**config.mk**
```make
export PLATFORM = sky130hd
export DESIGN_NAME = dgae_ram
export DESIGN_NICKNAME = d
export VERILOG_FILES = /design/src/hdl/dgae_ram.sv
export SDC_FILE = /design/constraint.sdc
export NUM_CORES = 1
export LEC_CHECK = 0
export ABC_AREA = 0
export ABC_CLOCK_PERIOD_IN_PS = 6400
export BUFFER_PORTS_ARGS = -buffer_cell sky130_fd_sc_hd__buf_2
export CAP_MARGIN = 20
export CORE_ASPECT_RATIO = 0.75
export CORE_MARGIN = 2
export CORE_UTILIZATION = 40
export DETAILED_ROUTE_END_ITERATION = 8
export MAX_ROUTING_LAYER = met4
export PLACE_DENSITY = 0.63
export RECOVER_POWER = 100
export SLEW_MARGIN = 30
export SYNTH_ARGS = -nofsm -noshare
export SYNTH_HDL_FRONTEND = slang
export SYNTH_SLANG_ARGS = --single-unit
```
**constraint.sdc**
```tcl
create_clock -name i_clk -period 6.4 [get_ports i_clk]
set_input_delay 0.64 -clock i_clk [delete_from_list [all_inputs] [get_ports i_clk]]
set_output_delay 0.64 -clock i_clk [all_outputs]
set_load 0.05 [all_outputs]
```
**src/hdl/dgae_ram.sv**
```systemverilog
// generic simple dual port ram, one write port and one registered read port
// no dependencies
`default_nettype none

module dgae_ram #(
    parameter int WIDTH = 24,
    parameter int DEPTH = 64,
    localparam int AW = (DEPTH > 1) ? $clog2(DEPTH) : 1
) (
    input  wire logic             i_clk,
    input  wire logic             i_we,
    input  wire logic [AW-1:0]    i_waddr,
    input  wire logic [WIDTH-1:0] i_wdata,
    input  wire logic [AW-1:0]    i_raddr,
    output logic      [WIDTH-1:0] o_rdata
);

    logic [WIDTH-1:0] r_mem [DEPTH];

    always_ff @(posedge i_clk) begin
        if (i_we) begin
            r_mem[i_waddr] <= i_wdata;
        end
        o_rdata <= r_mem[i_raddr];
    end

endmodule

`default_nettype wire

```
* After elaboration in Yosys (flattened, before gate mapping)
Memories as Yosys holds them, arrays and structs flattened. A register that Yosys moved wholly into a read port is not among the register bits.
Cells that the tools add are included.
** Word-level totals
- Flip-flop bits (word level) :: 0
- Memory bits (writable) :: 1536
- Output and inout port bits :: 24
- Word-level logic and storage cells :: 3
- Memories :: 1
** Memories
- r_mem :: depth 64, width 24, rd ports 1, clocked after memory_dff 1, write ports 1, RTL line 18 : logic [WIDTH-1:0] r_mem [DEPTH];
** Cells by class
- Mux-type cells :: 2
** Operators with widths (count)
- 1-bit 2-to-1 mux :: 2

* Longest topological paths before layout
- Word-level depth :: 2
- Depth in mapped cells :: 9
- Gate-level depth less buffers :: 5

* Worst setup path before layout
OpenSTA, ideal clock, no wires.
- Path kind :: input -> register
- From :: input i_waddr[3]
- To :: memory r_mem[48][0], enable pin
- Setup time :: 0.435 ns
- Arrival time :: 2.802 ns
- Required time :: 5.965 ns
- Path slack :: 3.163 ns
- Stages on the path :: 4
- Buffers on the path :: 1
- Path through :: clkbuf_1 -> nor2b_1 -> nand4b_1 -> nor3_1
** RTL lines
- from (decl) :: RTL line 12 : input wire logic [AW-1:0] i_waddr,
- to (decl) :: RTL line 18
No word-level cell before the write port.

==> impl_metrics.toml <==
[sta]
skew_ps = 27.5
grt_setup_unrepaired = "false"
final_hold_viol_count = 0
max_freq_mhz = 219
fin_tns_setup_ps = 0
period_needed_ps = 4570
setup_viol = 0
period_share_pct = 71.5
worst_pin_slew_ps = 3380
slew_headroom_pct = -126
report.final.slew_viol_count = 2568

[synthesis]
syn_inst = 2610
syn_avg_cell_area_sq_um = 22.7
yosysSeqAreaShare_pct = 78.6
yosys-top-cells-area = "edfxtp_1 78%, mux4_2 13%, mux2i_1 1.6%"
yosysTopAreaCell = "edfxtp_1"
synthesis.nets = 2648
synth-edff-count = 1536
synth_largest_type_area_fraction_pct = 77.8
yosysWarnings = 0
async_flop_share_pct = 0
syn_area_sq_um = 59300
post_synth_num_cell_types = 40
synth_seq_cells = 1560
synth-main-ff-cell = "edfxtp_1"

[global_route]
grt_overflow_total = 0
grt_use_total_pct = 19.5
grt_max_degree = 88
grt_pass1_wl_mm = 206
antenna_found_initial = 4
grt_pass1_vias = 28000

[setup_path]
critical_path.top_delay_family = "buffers and inverters"
crit_fanout = 46
r2r-start = "r_mem[39][19]"
path_cells = "clkbuf_2 > buf_4 > clkbuf_1 > mux4_2 > o22ai_1 > or3_1 > o21ai_0"
ff2ff_path_depth = 5
worstSetupPathType = "input port to flop"
critPathCaptureType = "flop"
worst_setup_path_start_kind = "input port"
arrival_ps = 5250
r2r_setup_slack_ps = 3840
max_stage_delay_ps = 1640
path_buf_inv = 3
cpMaxStageDelayCell = "clkbuf_1"
cp_data_required_time_ps = 7080
rr_endpoint = "o_rdata[19]"

[clocking]
cts.sinks = 1560
clkLatencyLatePin_ps = 770
postCtsSetupBuffers = 0
cts.path.max_buffers = 3
cts_tree = "built"
path_clk_slew_ps = 70
cts_made_buffers = 143
cts_resized = 0
ctsRootBufferMaster = "clkbuf_16"
cts_max_level = 4
cts-hold-fix-buffers = 0

[floorplanning]
die_height_um = 337
start_util_pct = 40.3
die_w_um = 449
num_io_pins = 62
core_sq_um = 147000
die_area_sq_um = 151000
num_rows = 122

[outcome]
status = "finished, violations left"
violations = "max-capacitance violations, max-slew violations"

[routing]
wirelength_mm = 144
num_vias = 28200
wl_per_cell_um = 29.6
viasPerCell = 5.79
ant_nets = 0
dr.pass1.iters = 5
drt-initial-drc-count = 3687
drc = 0

[place]
gp_congestion = 0.797
dpl.hpwl_mm = 84.1
portBuffers = 61

[power_and_ir_drop]
power_density_nw_per_um2 = 318
p_leak_nw = 20.5
p_total_mw = 21.2
peakVddDrop_v = 0.000328

[layout]
num-fill-cells = 12200
area_growth_pct = 12.6
seq_area_sq_um = 46600
multi_input_area_sq_um = 12000
final_nets = 2807
layout-drive-gt1-share_pct = 24.0

[min_path]
hold_path_depth = 3
hold_end = "o_rdata[7]"
hp-start = "i_raddr[5]"
hp-class = "input port to flop"

[job]
drv_cap = 71
[cell families after synthesis]
family | share of synthesized area [%]
buffers and inverters | 1.31
and+or+nand+nor | 1.56
AOI/OAI and AO/OA | 2.44
muxes | 16.1
DFF | 78.6
[routing by layer]
layer  global-route usage (%)  part of all wire, %  up-vias
met5                        -                    0        -
met4                     4.84                  1.9        0
met3                     3.28                  8.3      200
met2                     28.9                   46     1363
met1                     28.1                   44    15200
li1                         -                    -    11400
[cell usage in the layout (no fill, tap or decap), types with 3 or more instances in the layout]
cell type,Yosys,routed
clkinvlp_4,0,6
or2_2,3,3
mux2i_1,95,95
and3_1,16,16
bufinv_16,0,16
a221o_1,4,4
nand3b_1,3,3
o21a_1,13,13
clkinv_1,1,28
mux2_2,53,53
clkbuf_16,0,154
clkbuf_1,44,135
buf_4,31,20
buf_2,45,14
a21oi_1,22,22
inv_6,0,4
clkbuf_8,0,8
buf_12,0,6
a22oi_1,29,29
o21ai_0,12,15
clkinv_2,0,21
dfxtp_1,24,24
mux4_2,355,355
and2_1,3,4
nor2_1,80,57
a221oi_1,52,52
a31oi_1,13,13
o21ai_1,6,3
nand2b_1,6,6
nor2_2,0,23
edfxtp_1,1536,1536
nand2_1,36,36
nor2b_1,9,8
nand3_1,20,20
or3_1,10,10
o22ai_1,53,53
or3b_2,3,3
[cell usage after synthesis, types with 6 or more instances]
library cell,instances
nor2_1,80
o21ai_1,6
buf_6,8
or3_1,10
clkbuf_1,44
buf_1,13
dfxtp_1,24
o21a_1,13
a21oi_1,22
mux2i_1,95
buf_4,31
a221oi_1,52
nand2b_1,6
nand3_1,20
a31oi_1,13
mux4_2,355
nor2b_1,9
o21ai_0,12
a22oi_1,29
mux2_2,53
and3_1,16
nand2_1,36
o22ai_1,53
edfxtp_1,1536
buf_2,45
[per-stage QoR]
| step | cells | hold WS (ps) | setup slack (ps) | cell area [sq um] | utilization, % |
|---|---|---|---|---|---|
| after global placement | 4600 | 837 | 2180 | 62300 | 42.3 |
| after global routing | 4871 | 593 | 1500 | 66700 | 45.3 |
| after CTS | 4863 | 413 | 2980 | 67200 | 45.6 |
| final | 4871 | 613 | 1830 | 66700 | 45.3 |
| after floorplan | 2610 | 739 | 3160 | 59300 | - |
| after detailed placement | 4601 | 861 | 2150 | 62400 | 42.3 |
[power by group]
group,leakage (nW),internal [mW],switching [mW]
Combinational,4.10,0.352,0.695
Sequential,14.0,11.3,0.0506
Clock,2.36,5.11,3.67
[final cells by class]
cell class,instances,area share (%)
inverter,2,0.0112
timing repair buffer,156,1.23
antenna,1,0.00375
clock inverter,77,1.19
multi-input combinational,906,17.9
clock buffer,185,6.07
sequential,1560,69.8
tap,1984,3.72
[worst min-delay path: cells and delay by family]
family / cells / cell delay (ps)
AOI/OAI and AO/OA: 1 / 260
buffers and inverters: 2 / 410
[worst max-delay path by stage]
stage               cells past startpoint        from  slack [ps]           end
detailed placement                      7  i_raddr[0]        2150   o_rdata[19]
floorplan                               4  i_waddr[3]        3160  r_mem[48][0]
finish                                  7  i_raddr[1]        1830   o_rdata[17]
CTS                                     7  i_raddr[0]        2980   o_rdata[19]
global placement                        7  i_raddr[0]        2180   o_rdata[19]
global route                            7  i_raddr[1]        1500   o_rdata[17]
[registers in the layout (all words and copies together), names as in the netlist]
register / flops
r_mem: 1536
o_rdata: 24
(Power assumes the default switching activity.)
