==> config.mk <==
export PLATFORM = sky130hd
export DESIGN_NAME = dgae_weight
export DESIGN_NICKNAME = d
export VERILOG_FILES = /design/src/hdl/dgae_pkg.sv /design/src/hdl/dgae_weight.sv
export SDC_FILE = /design/constraint.sdc
export NUM_CORES = 1
export LEC_CHECK = 0
export ABC_AREA = 1
export BUFFER_PORTS_ARGS = -buffer_cell sky130_fd_sc_hd__buf_4
export CAP_MARGIN = 25
export CORE_MARGIN = 2
export CORE_UTILIZATION = 50
export CTS_BUF_LIST = sky130_fd_sc_hd__clkbuf_4 sky130_fd_sc_hd__clkbuf_8
export DETAILED_ROUTE_END_ITERATION = 6
export PLACE_DENSITY = 0.7
export SYNTH_ARGS = -nofsm -noshare
export SYNTH_HDL_FRONTEND = slang
export SYNTH_SLANG_ARGS = --single-unit
==> constraint.sdc <==
create_clock -name i_clk -period 6.78 [get_ports i_clk]
set_input_delay 0.678 -clock i_clk [delete_from_list [all_inputs] [get_ports i_clk]]
set_output_delay 0.678 -clock i_clk [all_outputs]
set_load 0.005 [all_outputs]
==> src/hdl/dgae_pkg.sv <==
// shared types and codes of the dueling gate amplitude engine
// used by dgae_weight and the top level; no dependencies
`default_nettype none

package dgae_pkg;

    localparam int MODE_W   = 2;
    localparam int IDX_W    = 6;
    localparam int COUNT_W  = 16;
    localparam int CTOTAL_W = 7;
    localparam int PROB_W   = 24;
    localparam int STATUS_W = 2;

    localparam logic [MODE_W-1:0] MODE_LOAD  = 2'd0;
    localparam logic [MODE_W-1:0] MODE_INIT  = 2'd1;
    localparam logic [MODE_W-1:0] MODE_GATE1 = 2'd2;
    localparam logic [MODE_W-1:0] MODE_GATE2 = 2'd3;

    localparam logic [STATUS_W-1:0] STATUS_OK        = 2'd0;
    localparam logic [STATUS_W-1:0] STATUS_BAD_INDEX = 2'd1;
    localparam logic [STATUS_W-1:0] STATUS_NO_SOL    = 2'd2;

    localparam logic REG_TOTAL_COUNT   = 1'b0;
    localparam logic REG_CLUSTER_TOTAL = 1'b1;

    typedef enum logic [4:0] {
        ST_IDLE,
        ST_WEIGHT,
        ST_INIT_W,
        ST_INIT_WL,
        ST_I_RD,
        ST_I_MUL,
        ST_I_WR,
        ST_G_RD,
        ST_G_MUL,
        ST_G_ACC,
        ST_G_H,
        ST_U_RD,
        ST_U_MUL,
        ST_U_WR,
        ST_SCAN,
        ST_P_RD,
        ST_P_SQ,
        ST_P_ACC,
        ST_DONE
    } t_state;

    typedef enum logic [1:0] {
        WS_IDLE,
        WS_DIV,
        WS_SQRT,
        WS_DONE
    } t_wstate;

    typedef struct packed {
        logic               start;
        logic [COUNT_W-1:0] count;
        logic [COUNT_W-1:0] total;
    } t_wt_req;

endpackage

`default_nettype wire

==> src/hdl/dgae_weight.sv <==
// cluster weight unit: sqrt(count / total) in fixed point, one bit per cycle
// restoring division followed by a digit-by-digit square root; uses dgae_pkg
`default_nettype none

module dgae_weight #(
    parameter int AMP_BITS = 24
) (
    input  wire logic             i_clk,
    input  wire logic             i_rst_n,
    input  wire dgae_pkg::t_wt_req i_req,
    output logic                  o_done,
    output logic [AMP_BITS-1:0]   o_weight
);

    localparam int F    = AMP_BITS - 2;
    localparam int CNW  = dgae_pkg::COUNT_W;
    localparam int DW   = CNW + 2 * F;
    localparam int VW   = 2 * F + 2;
    localparam int RW   = F + 4;
    localparam int CNTW = $clog2(DW + 1);

    dgae_pkg::t_wstate r_state, n_state;
    logic [CNTW-1:0]   r_cnt;
    logic [CNW:0]      r_rem;
    logic [DW-1:0]     r_dv;
    logic [DW-1:0]     r_q;
    logic [CNW-1:0]    r_tot;
    logic              r_sat;
    logic [VW-1:0]     r_sv;
    logic [RW-1:0]     r_srem;
    logic [F:0]        r_root;
    logic [AMP_BITS-1:0] r_weight;

    logic [CNW:0] rem_s;
    logic         ge;
    logic [RW-1:0] srem_s;
    logic [RW-1:0] trial;
    logic          sge;
    logic          div_last;
    logic          sqrt_last;

    assign rem_s     = {r_rem[CNW-1:0], r_dv[DW-1]};
    assign ge        = rem_s >= {1'b0, r_tot};
    assign srem_s    = {r_srem[RW-3:0], r_sv[VW-1:VW-2]};
    assign trial     = {1'b0, r_root, 2'b01};
    assign sge       = srem_s >= trial;
    assign div_last  = r_cnt == CNTW'(DW - 1);
    assign sqrt_last = r_cnt == CNTW'(F);

    always_comb begin
        n_state = r_state;
        case (r_state)
            dgae_pkg::WS_IDLE: begin
                if (i_req.start) n_state = dgae_pkg::WS_DIV;
            end
            dgae_pkg::WS_DIV: begin
                if (div_last) n_state = dgae_pkg::WS_SQRT;
            end
            dgae_pkg::WS_SQRT: begin
                if (sqrt_last) n_state = dgae_pkg::WS_DONE;
            end
            dgae_pkg::WS_DONE: n_state = dgae_pkg::WS_IDLE;
            default:           n_state = dgae_pkg::WS_IDLE;
        endcase
    end

    always_comb begin
        case (r_state)
            dgae_pkg::WS_DONE: o_done = 1'b1;
            default:           o_done = 1'b0;
        endcase
    end

    assign o_weight = r_weight;

    always_ff @(posedge i_clk) begin
        if (!i_rst_n) begin
            r_state <= dgae_pkg::WS_IDLE;
            r_cnt   <= '0;
        end else begin
            r_state <= n_state;
            case (r_state)
                dgae_pkg::WS_IDLE: begin
                    r_cnt <= '0;
                    r_rem <= '0;
                    r_q   <= '0;
                    r_dv  <= {i_req.count, {(2 * F){1'b0}}};
                    r_tot <= (i_req.total == '0) ? CNW'(1) : i_req.total;
                end
                dgae_pkg::WS_DIV: begin
                    r_rem <= ge ? rem_s - {1'b0, r_tot} : rem_s;
                    r_dv  <= r_dv << 1;
                    r_q   <= {r_q[DW-2:0], ge};
                    if (div_last) begin
                        r_cnt  <= '0;
                        // quotient of four or more saturates the weight
                        r_sat  <= |r_q[DW-2:VW-1];
                        r_sv   <= {r_q[VW-2:0], ge};
                        r_srem <= '0;
                        r_root <= '0;
                    end else begin
                        r_cnt <= r_cnt + 1'b1;
                    end
                end
                dgae_pkg::WS_SQRT: begin
                    r_srem <= sge ? srem_s - trial : srem_s;
                    r_root <= {r_root[F-1:0], sge};
                    r_sv   <= r_sv << 2;
                    r_cnt  <= r_cnt + 1'b1;
                    if (sqrt_last) begin
                        r_weight <= r_sat ? {1'b0, {(AMP_BITS - 1){1'b1}}}
                                          : {1'b0, r_root[F-1:0], sge};
                    end
                end
                default: begin
                    r_cnt <= '0;
                end
            endcase
        end
    end

endmodule

`default_nettype wire

* Yosys cells after proc, flatten, opt, wreduce, memory -nomap -nowiden
Cells that the tools add are included. Widths: inputs -> output; s select.
Storage, ports and cells: bits in registers 277, bits in latches 0, memory bits (writable) 0, bits in read-only memories 0, input port bits 35, word-level logic and storage cells 54, memories 0
Operators by class: add/subtract/negate cells 3, $mul 0, divide/modulo/power cells 0, order comparisons 2, equality and inequality tests 8, shift-type cells 0, muxes and demuxes 18, bitwise gates (word level) 0, reductions and logical operators 11
Operator list (number):
- $pmux 60 s2 | 1
- $pmux 59 s2 | 1
- $pmux 46 s2 | 1
- $mux 24 | 2
- $pmux 24 s2 | 1
- $mux 46 | 1
- $pmux 23 s2 | 1
- $pmux 16 s2 | 1
- $ge 26x25->1 | 1
- $sub 24x24->24 | 1
- $mux 23 | 1
- $ge 17x16->1 | 1
- $logic_not 16->1 | 1
- $mux 16 | 1
- $sub 16x16->16 | 1
- $reduce_or 14->1 | 1
- $pmux 6 s2 | 1
- $reduce_and 3->1 | 4
- $pmux 2 s4 | 1
- $add 6x1->6 const B | 1
- $eq 6x5->1 const B | 1
- $eq 6x6->1 const B | 1
- $mux 2 | 3
- $mux 6 | 1
- 7 further kinds | 12

* Logic depth before layout (Yosys ltp)
word-level depth 3, mapped depth 15, depth with buffers taken out 15

* Worst setup path after synthesis
Ideal clock, no wire load.
path kind reg2reg, start point register r_state[0], end point register r_root[0], enable pin, arrival 5706 ps, data required time 6196 ps, path slack 490 ps, cell stages (with the launch flop) 7, path buffers 2, period minus slack after synthesis 6290 ps, path through dfxtp_1 > inv_1 > ha_1 > clkbuf_1 > clkbuf_1 > nand2_1 > a22oi_1
Between the ends: cells in the longest elaborated chain, start to end 3, elaborated cells between the ends (all ways) 5, classes of those cells 3 x eq/ne; 2 x reduce/logical
Ends and longest elaborated chain:
- from (decl) | RTL line dgae_weight.sv:22 | dgae_pkg::t_wstate r_state, n_state;
- from (signal assigned) | RTL line dgae_weight.sv:78 | r_state <= dgae_pkg::WS_IDLE;
- from (signal assigned) | RTL line dgae_weight.sv:81 | r_state <= n_state;
- $eq 2x1->1 / $eq 2x2->1 (equally long branches) | RTL line dgae_weight.sv:82 | case (r_state)
- $ne 2x2->1 (no source line) / $reduce_bool 2->1 (equally long branches)
- $reduce_and 3->1 (no source line) (*)
- to (signal assigned) | RTL line dgae_weight.sv:107 | r_root <= {r_root[F-1:0], sge};
- to (decl) | RTL line dgae_weight.sv:31 | logic [F:0] r_root;
Every way passes the cells marked *; elsewhere a longest branch is shown, timed or not. A chain may end at the register's enable or synchronous reset.

* Worst setup path after layout
start point register r_state[1], end point register r_sv[22], enable pin
Between the ends: cells in the longest elaborated chain, start to end 3, elaborated cells between the ends (all ways) 5, classes of those cells 3 x eq/ne; 2 x reduce/logical
Ends and longest elaborated chain:
- $eq 2x1->1 / $eq 2x2->1 (equally long branches) | RTL line dgae_weight.sv:82
- $ne 2x2->1 (no source line) / $reduce_bool 2->1 (equally long branches)
- $reduce_and 3->1 (no source line) (*)
- to (signal assigned) | RTL line dgae_weight.sv:98 | r_sv <= {r_q[VW-2:0], ge};
- to (signal assigned) | RTL line dgae_weight.sv:108 | r_sv <= r_sv << 2;
- to (decl) | RTL line dgae_weight.sv:29 | logic [VW-1:0] r_sv;
Marks and branches as above.

==> impl_summary.log <==
[metrics] required time reported for the critical path endpoint: roughly 6.9 ns
[metrics] Final Net Count: ~1500
[metrics] met2 layer usage reported by global route: 0.318
[metrics] highest fanout seen on the critical path: 65
[metrics] transition time of the tightest slew-check pin: just under 1 ns
[metrics] worst slew margin relative to its limit: 0.355
[metrics] final setup fails: 0
[metrics] Clock Path Buffers: 3
[metrics] count of antenna-violating nets left after detailed routing: 0
[metrics] share of the clock period used by the worst path after layout: 0.436
[metrics] final core utilization: 0.569
[metrics] clock insertion delay at the later pin of the skew report: about 0.55 ns
[metrics] global-route usage over all layers: 0.193
[metrics] final cell count without fillers: around 1800
[metrics] Worst path slowest cell: buf_4
[metrics] Floorplan Core Area: 24200 um2
[metrics] DRT Wirelength: roughly 24000 um
[metrics] CTS tree: done
[metrics] setup repair bufs after CTS: 0
[metrics] unrepaired setup endpoints after global routing: no
[metrics] starting density of the core: 0.507
[metrics] Post-Place Worst Slack: ~3.8 ns
[metrics] clk sinks: 232
[metrics] clock root buffer master: clkbuf_8
[metrics] total inserted antenna cells: 0
[metrics] power density over cell area: 429 nW/um2
[metrics] Num CTS Buffers: 39
[metrics] count of hold-fix buffers inserted at cts: 0
[metrics] mapped cell area: 12200 um2
[metrics] average size of a mapped cell: 8.69 um2
[metrics] remaining global-route overflow: 0
[metrics] nature of the critical path startpoint: flip-flop
[metrics] die extent in y: about 160 um
[metrics] Worst Setup Path Type: flip-flop to flip-flop
[metrics] Top-Level Pins: 60
[metrics] Worst Skew: between 0.015 and 0.02 ns
[metrics] leading register cell type out of synthesis: edfxtp_1
[metrics] register area share after synthesis: 0.562
[metrics] leakage: just under 7 nW
[metrics] nets in the synthesized netlist: ~1500
[metrics] first-pass GRT wire length: between 40000 and 50000 um
[metrics] floorplan die width: approximately 160 um
[metrics] share of the synthesized area in the top cell type: 0.549
[metrics] Die ar.: approximately 26000 um2
[metrics] arrival time at the worst endpoint: around 3.1 ns
[metrics] most frequent cell on the critical path: buf_4
[metrics] number of endpoints with negative hold slack in the final report: 0
[metrics] Final Total Pwr: between 0.005 and 0.006 W
[metrics] CTS clock-pin slew for the worst setup and hold paths: about 0.060 ns
[metrics] met3 track demand over resource in global routing: 0.0338
[metrics] delay contributed by the slowest stage of the critical path: 0.72 ns
[metrics] post-synth cell types: 44
[metrics] worst hold path type: input pin to flip-flop
[metrics] Resized Gates After CTS: 0
[metrics] area delta synth->final: 12.3%
[metrics] most frequently used cell type in the post-synthesis netlist: nand2_1
[metrics] Placed Cells: about 1700
[metrics] fill count: 2132
[metrics] peak supply drop: between 200 and 300 uV
[metrics] Port-buffer cells: 58
[metrics] number of global-route vias before repair: 8619
[metrics] antenna violations before repair: 0
[metrics] global routing usage on met1: 0.265
[metrics] status: completed
[metrics] Post-synth EDFFs: approximately 220
[metrics] most used routing layer: met2
[metrics] Row Count: 57
[metrics] initial DRC count: 655
[metrics] warnings from Yosys: 0
[metrics] DRC violation count after routing: 0
[metrics] leading post-synthesis cells by instance count: nand2_1 (555), edfxtp_1 (224), inv_1 (223), nor2_1 (122), ha_1 (47)
[metrics] layout cells sized above 1: 0.105
[metrics] list of cells traversed by the critical path: inv_1 > ha_2 > nand2_1 > a22oi_2 > buf_4 > buf_4
[metrics] total half-perimeter wirelength after legalization and detailed placement: ~16000 um
[metrics] depth of the CTS H-tree: 2
[metrics] Worst Slack Setup Final: roughly 3.8 ns
[metrics] final critical delay including setup and external delays: a little under 3 ns
[metrics] Highest Clock Rate: about 0.34 GHz
[metrics] via/cell ratio: around 4.8
[metrics] Synth Register Bits: 232
[metrics] max-cap violations: 0
[metrics] ranking of synthesized cells by area: edfxtp_1 (55%), nand2_1 (17%), inv_1 (6.8%)
[metrics] Top Family by Delay on Critical Path: buffers and inverters
[metrics] Sum Neg Setup Slack: 0 ns
[metrics] pin count of the biggest net entering global routing: between 90 and 100
[metrics] Synth async-reset ratio: 0
[metrics] routed len/inst: 13.4 um
[metrics] Routability Congestion: approximately 0.9
[metrics] r2r setup slk: 3.83 ns
[metrics] drt pass-1 iters: 5
[metrics] element type at the critical path end: flip-flop
[metrics] cell type with the highest aggregate area in the netlist: edfxtp_1
[metrics] synthesized instance count: 1410
[metrics] max-slew violations: 0
[metrics] via count: 8830
[metrics] buffer and inverter count on the worst path: 3
[path summary, 6_finish.rpt]
path / start / endpoint / depth (start not counted)
setup / recovery: r_state[1] / r_sv[22] / 6
hold / removal: i_req[5] / r_tot[5] / 1
setup reg to reg: r_state[1] / r_sv[22] / 6
hold reg to reg: r_cnt[0] / r_cnt[0] / 1
[layout by cell type, fill, tap and decap left out, drive strengths merged, types with 3 or more instances in the layout]
cell type	n
nand2	560
inv	233
edfxtp	224
nor2	123
buf	65
clkbuf	51
ha	47
nand3	43
a21oi	33
o21ai	17
clkinv	16
xnor2	15
nand4	11
dfxtp	8
nand3b	8
nor4	7
and2	5
o21bai	5
nor3	5
xor2	5
a21o	3
[worst register-to-register path: stages (launching register included)]
cell and delay (ns):
dfxtp_1 0.35, inv_1 0.11, ha_2 0.52, nand2_1 0.24, a22oi_2 0.21, buf_4 0.38
buf_4 0.73
[logic make-up after synthesis]
family	after synthesis	synth area share
AND/OR/NAND/NOR	765	0.253
other	1	0.000306
XOR/XNOR	20	0.0143
buffers and inverters	281	0.0899
adder cells (fa/ha/maj)	48	0.0496
flip-flops	232	0.562
AO/OA/AOI/OAI	63	0.0312
[registers in the layout, summed over array words and instances, names as in the netlist]
| register | count |
|---|---|
| r_srem | 24 |
| r_sat | 1 |
| r_dv | 16 |
| r_tot | 16 |
| r_cnt | 6 |
| r_sv | 46 |
| r_state | 2 |
| r_root | 23 |
| r_q | 59 |
| r_rem | 16 |
| o_weight | 23 |
[area by class of cell]
type | instances | area, um2 | share of cell area
Clock buffer | 51 | 639 | 0.0465
Clock inverter | 21 | 158 | 0.0115
Inverter | 231 | 867 | 0.0630
Multi-Input combinational cell | 897 | 4290 | 0.312
Sequential cell | 232 | 6890 | 0.501
Tap cell | 324 | 405 | 0.0295
Timing Repair Buffer | 65 | 508 | 0.0369
[layer usage]
layer  routed length, um  share of wire
met5                   0              0
met4                 476          0.020
met3                1180          0.048
met2               11300           0.46
met1               11400           0.47
[metrics by stage]
step                area (um2)  hold WS (ns)
floorplan                12200         0.430
global placement         12900         0.443
detailed placement       13000         0.457
CTS                      13800         0.286
global route             13800         0.296
finish                   13800         0.320
[report_power, final]
| part | switching, W | total (W) | internal [W] |
|---|---|---|---|
| Clock | 0.000576 | 0.00128 | 0.000701 |
| Combinational | 0.00152 | 0.00224 | 0.000721 |
| Sequential | 0.000176 | 0.00238 | 0.00220 |
| Total | 0.00227 | 0.00590 | 0.00362 |
No activity file was read; power rests on OpenSTA's default activity.
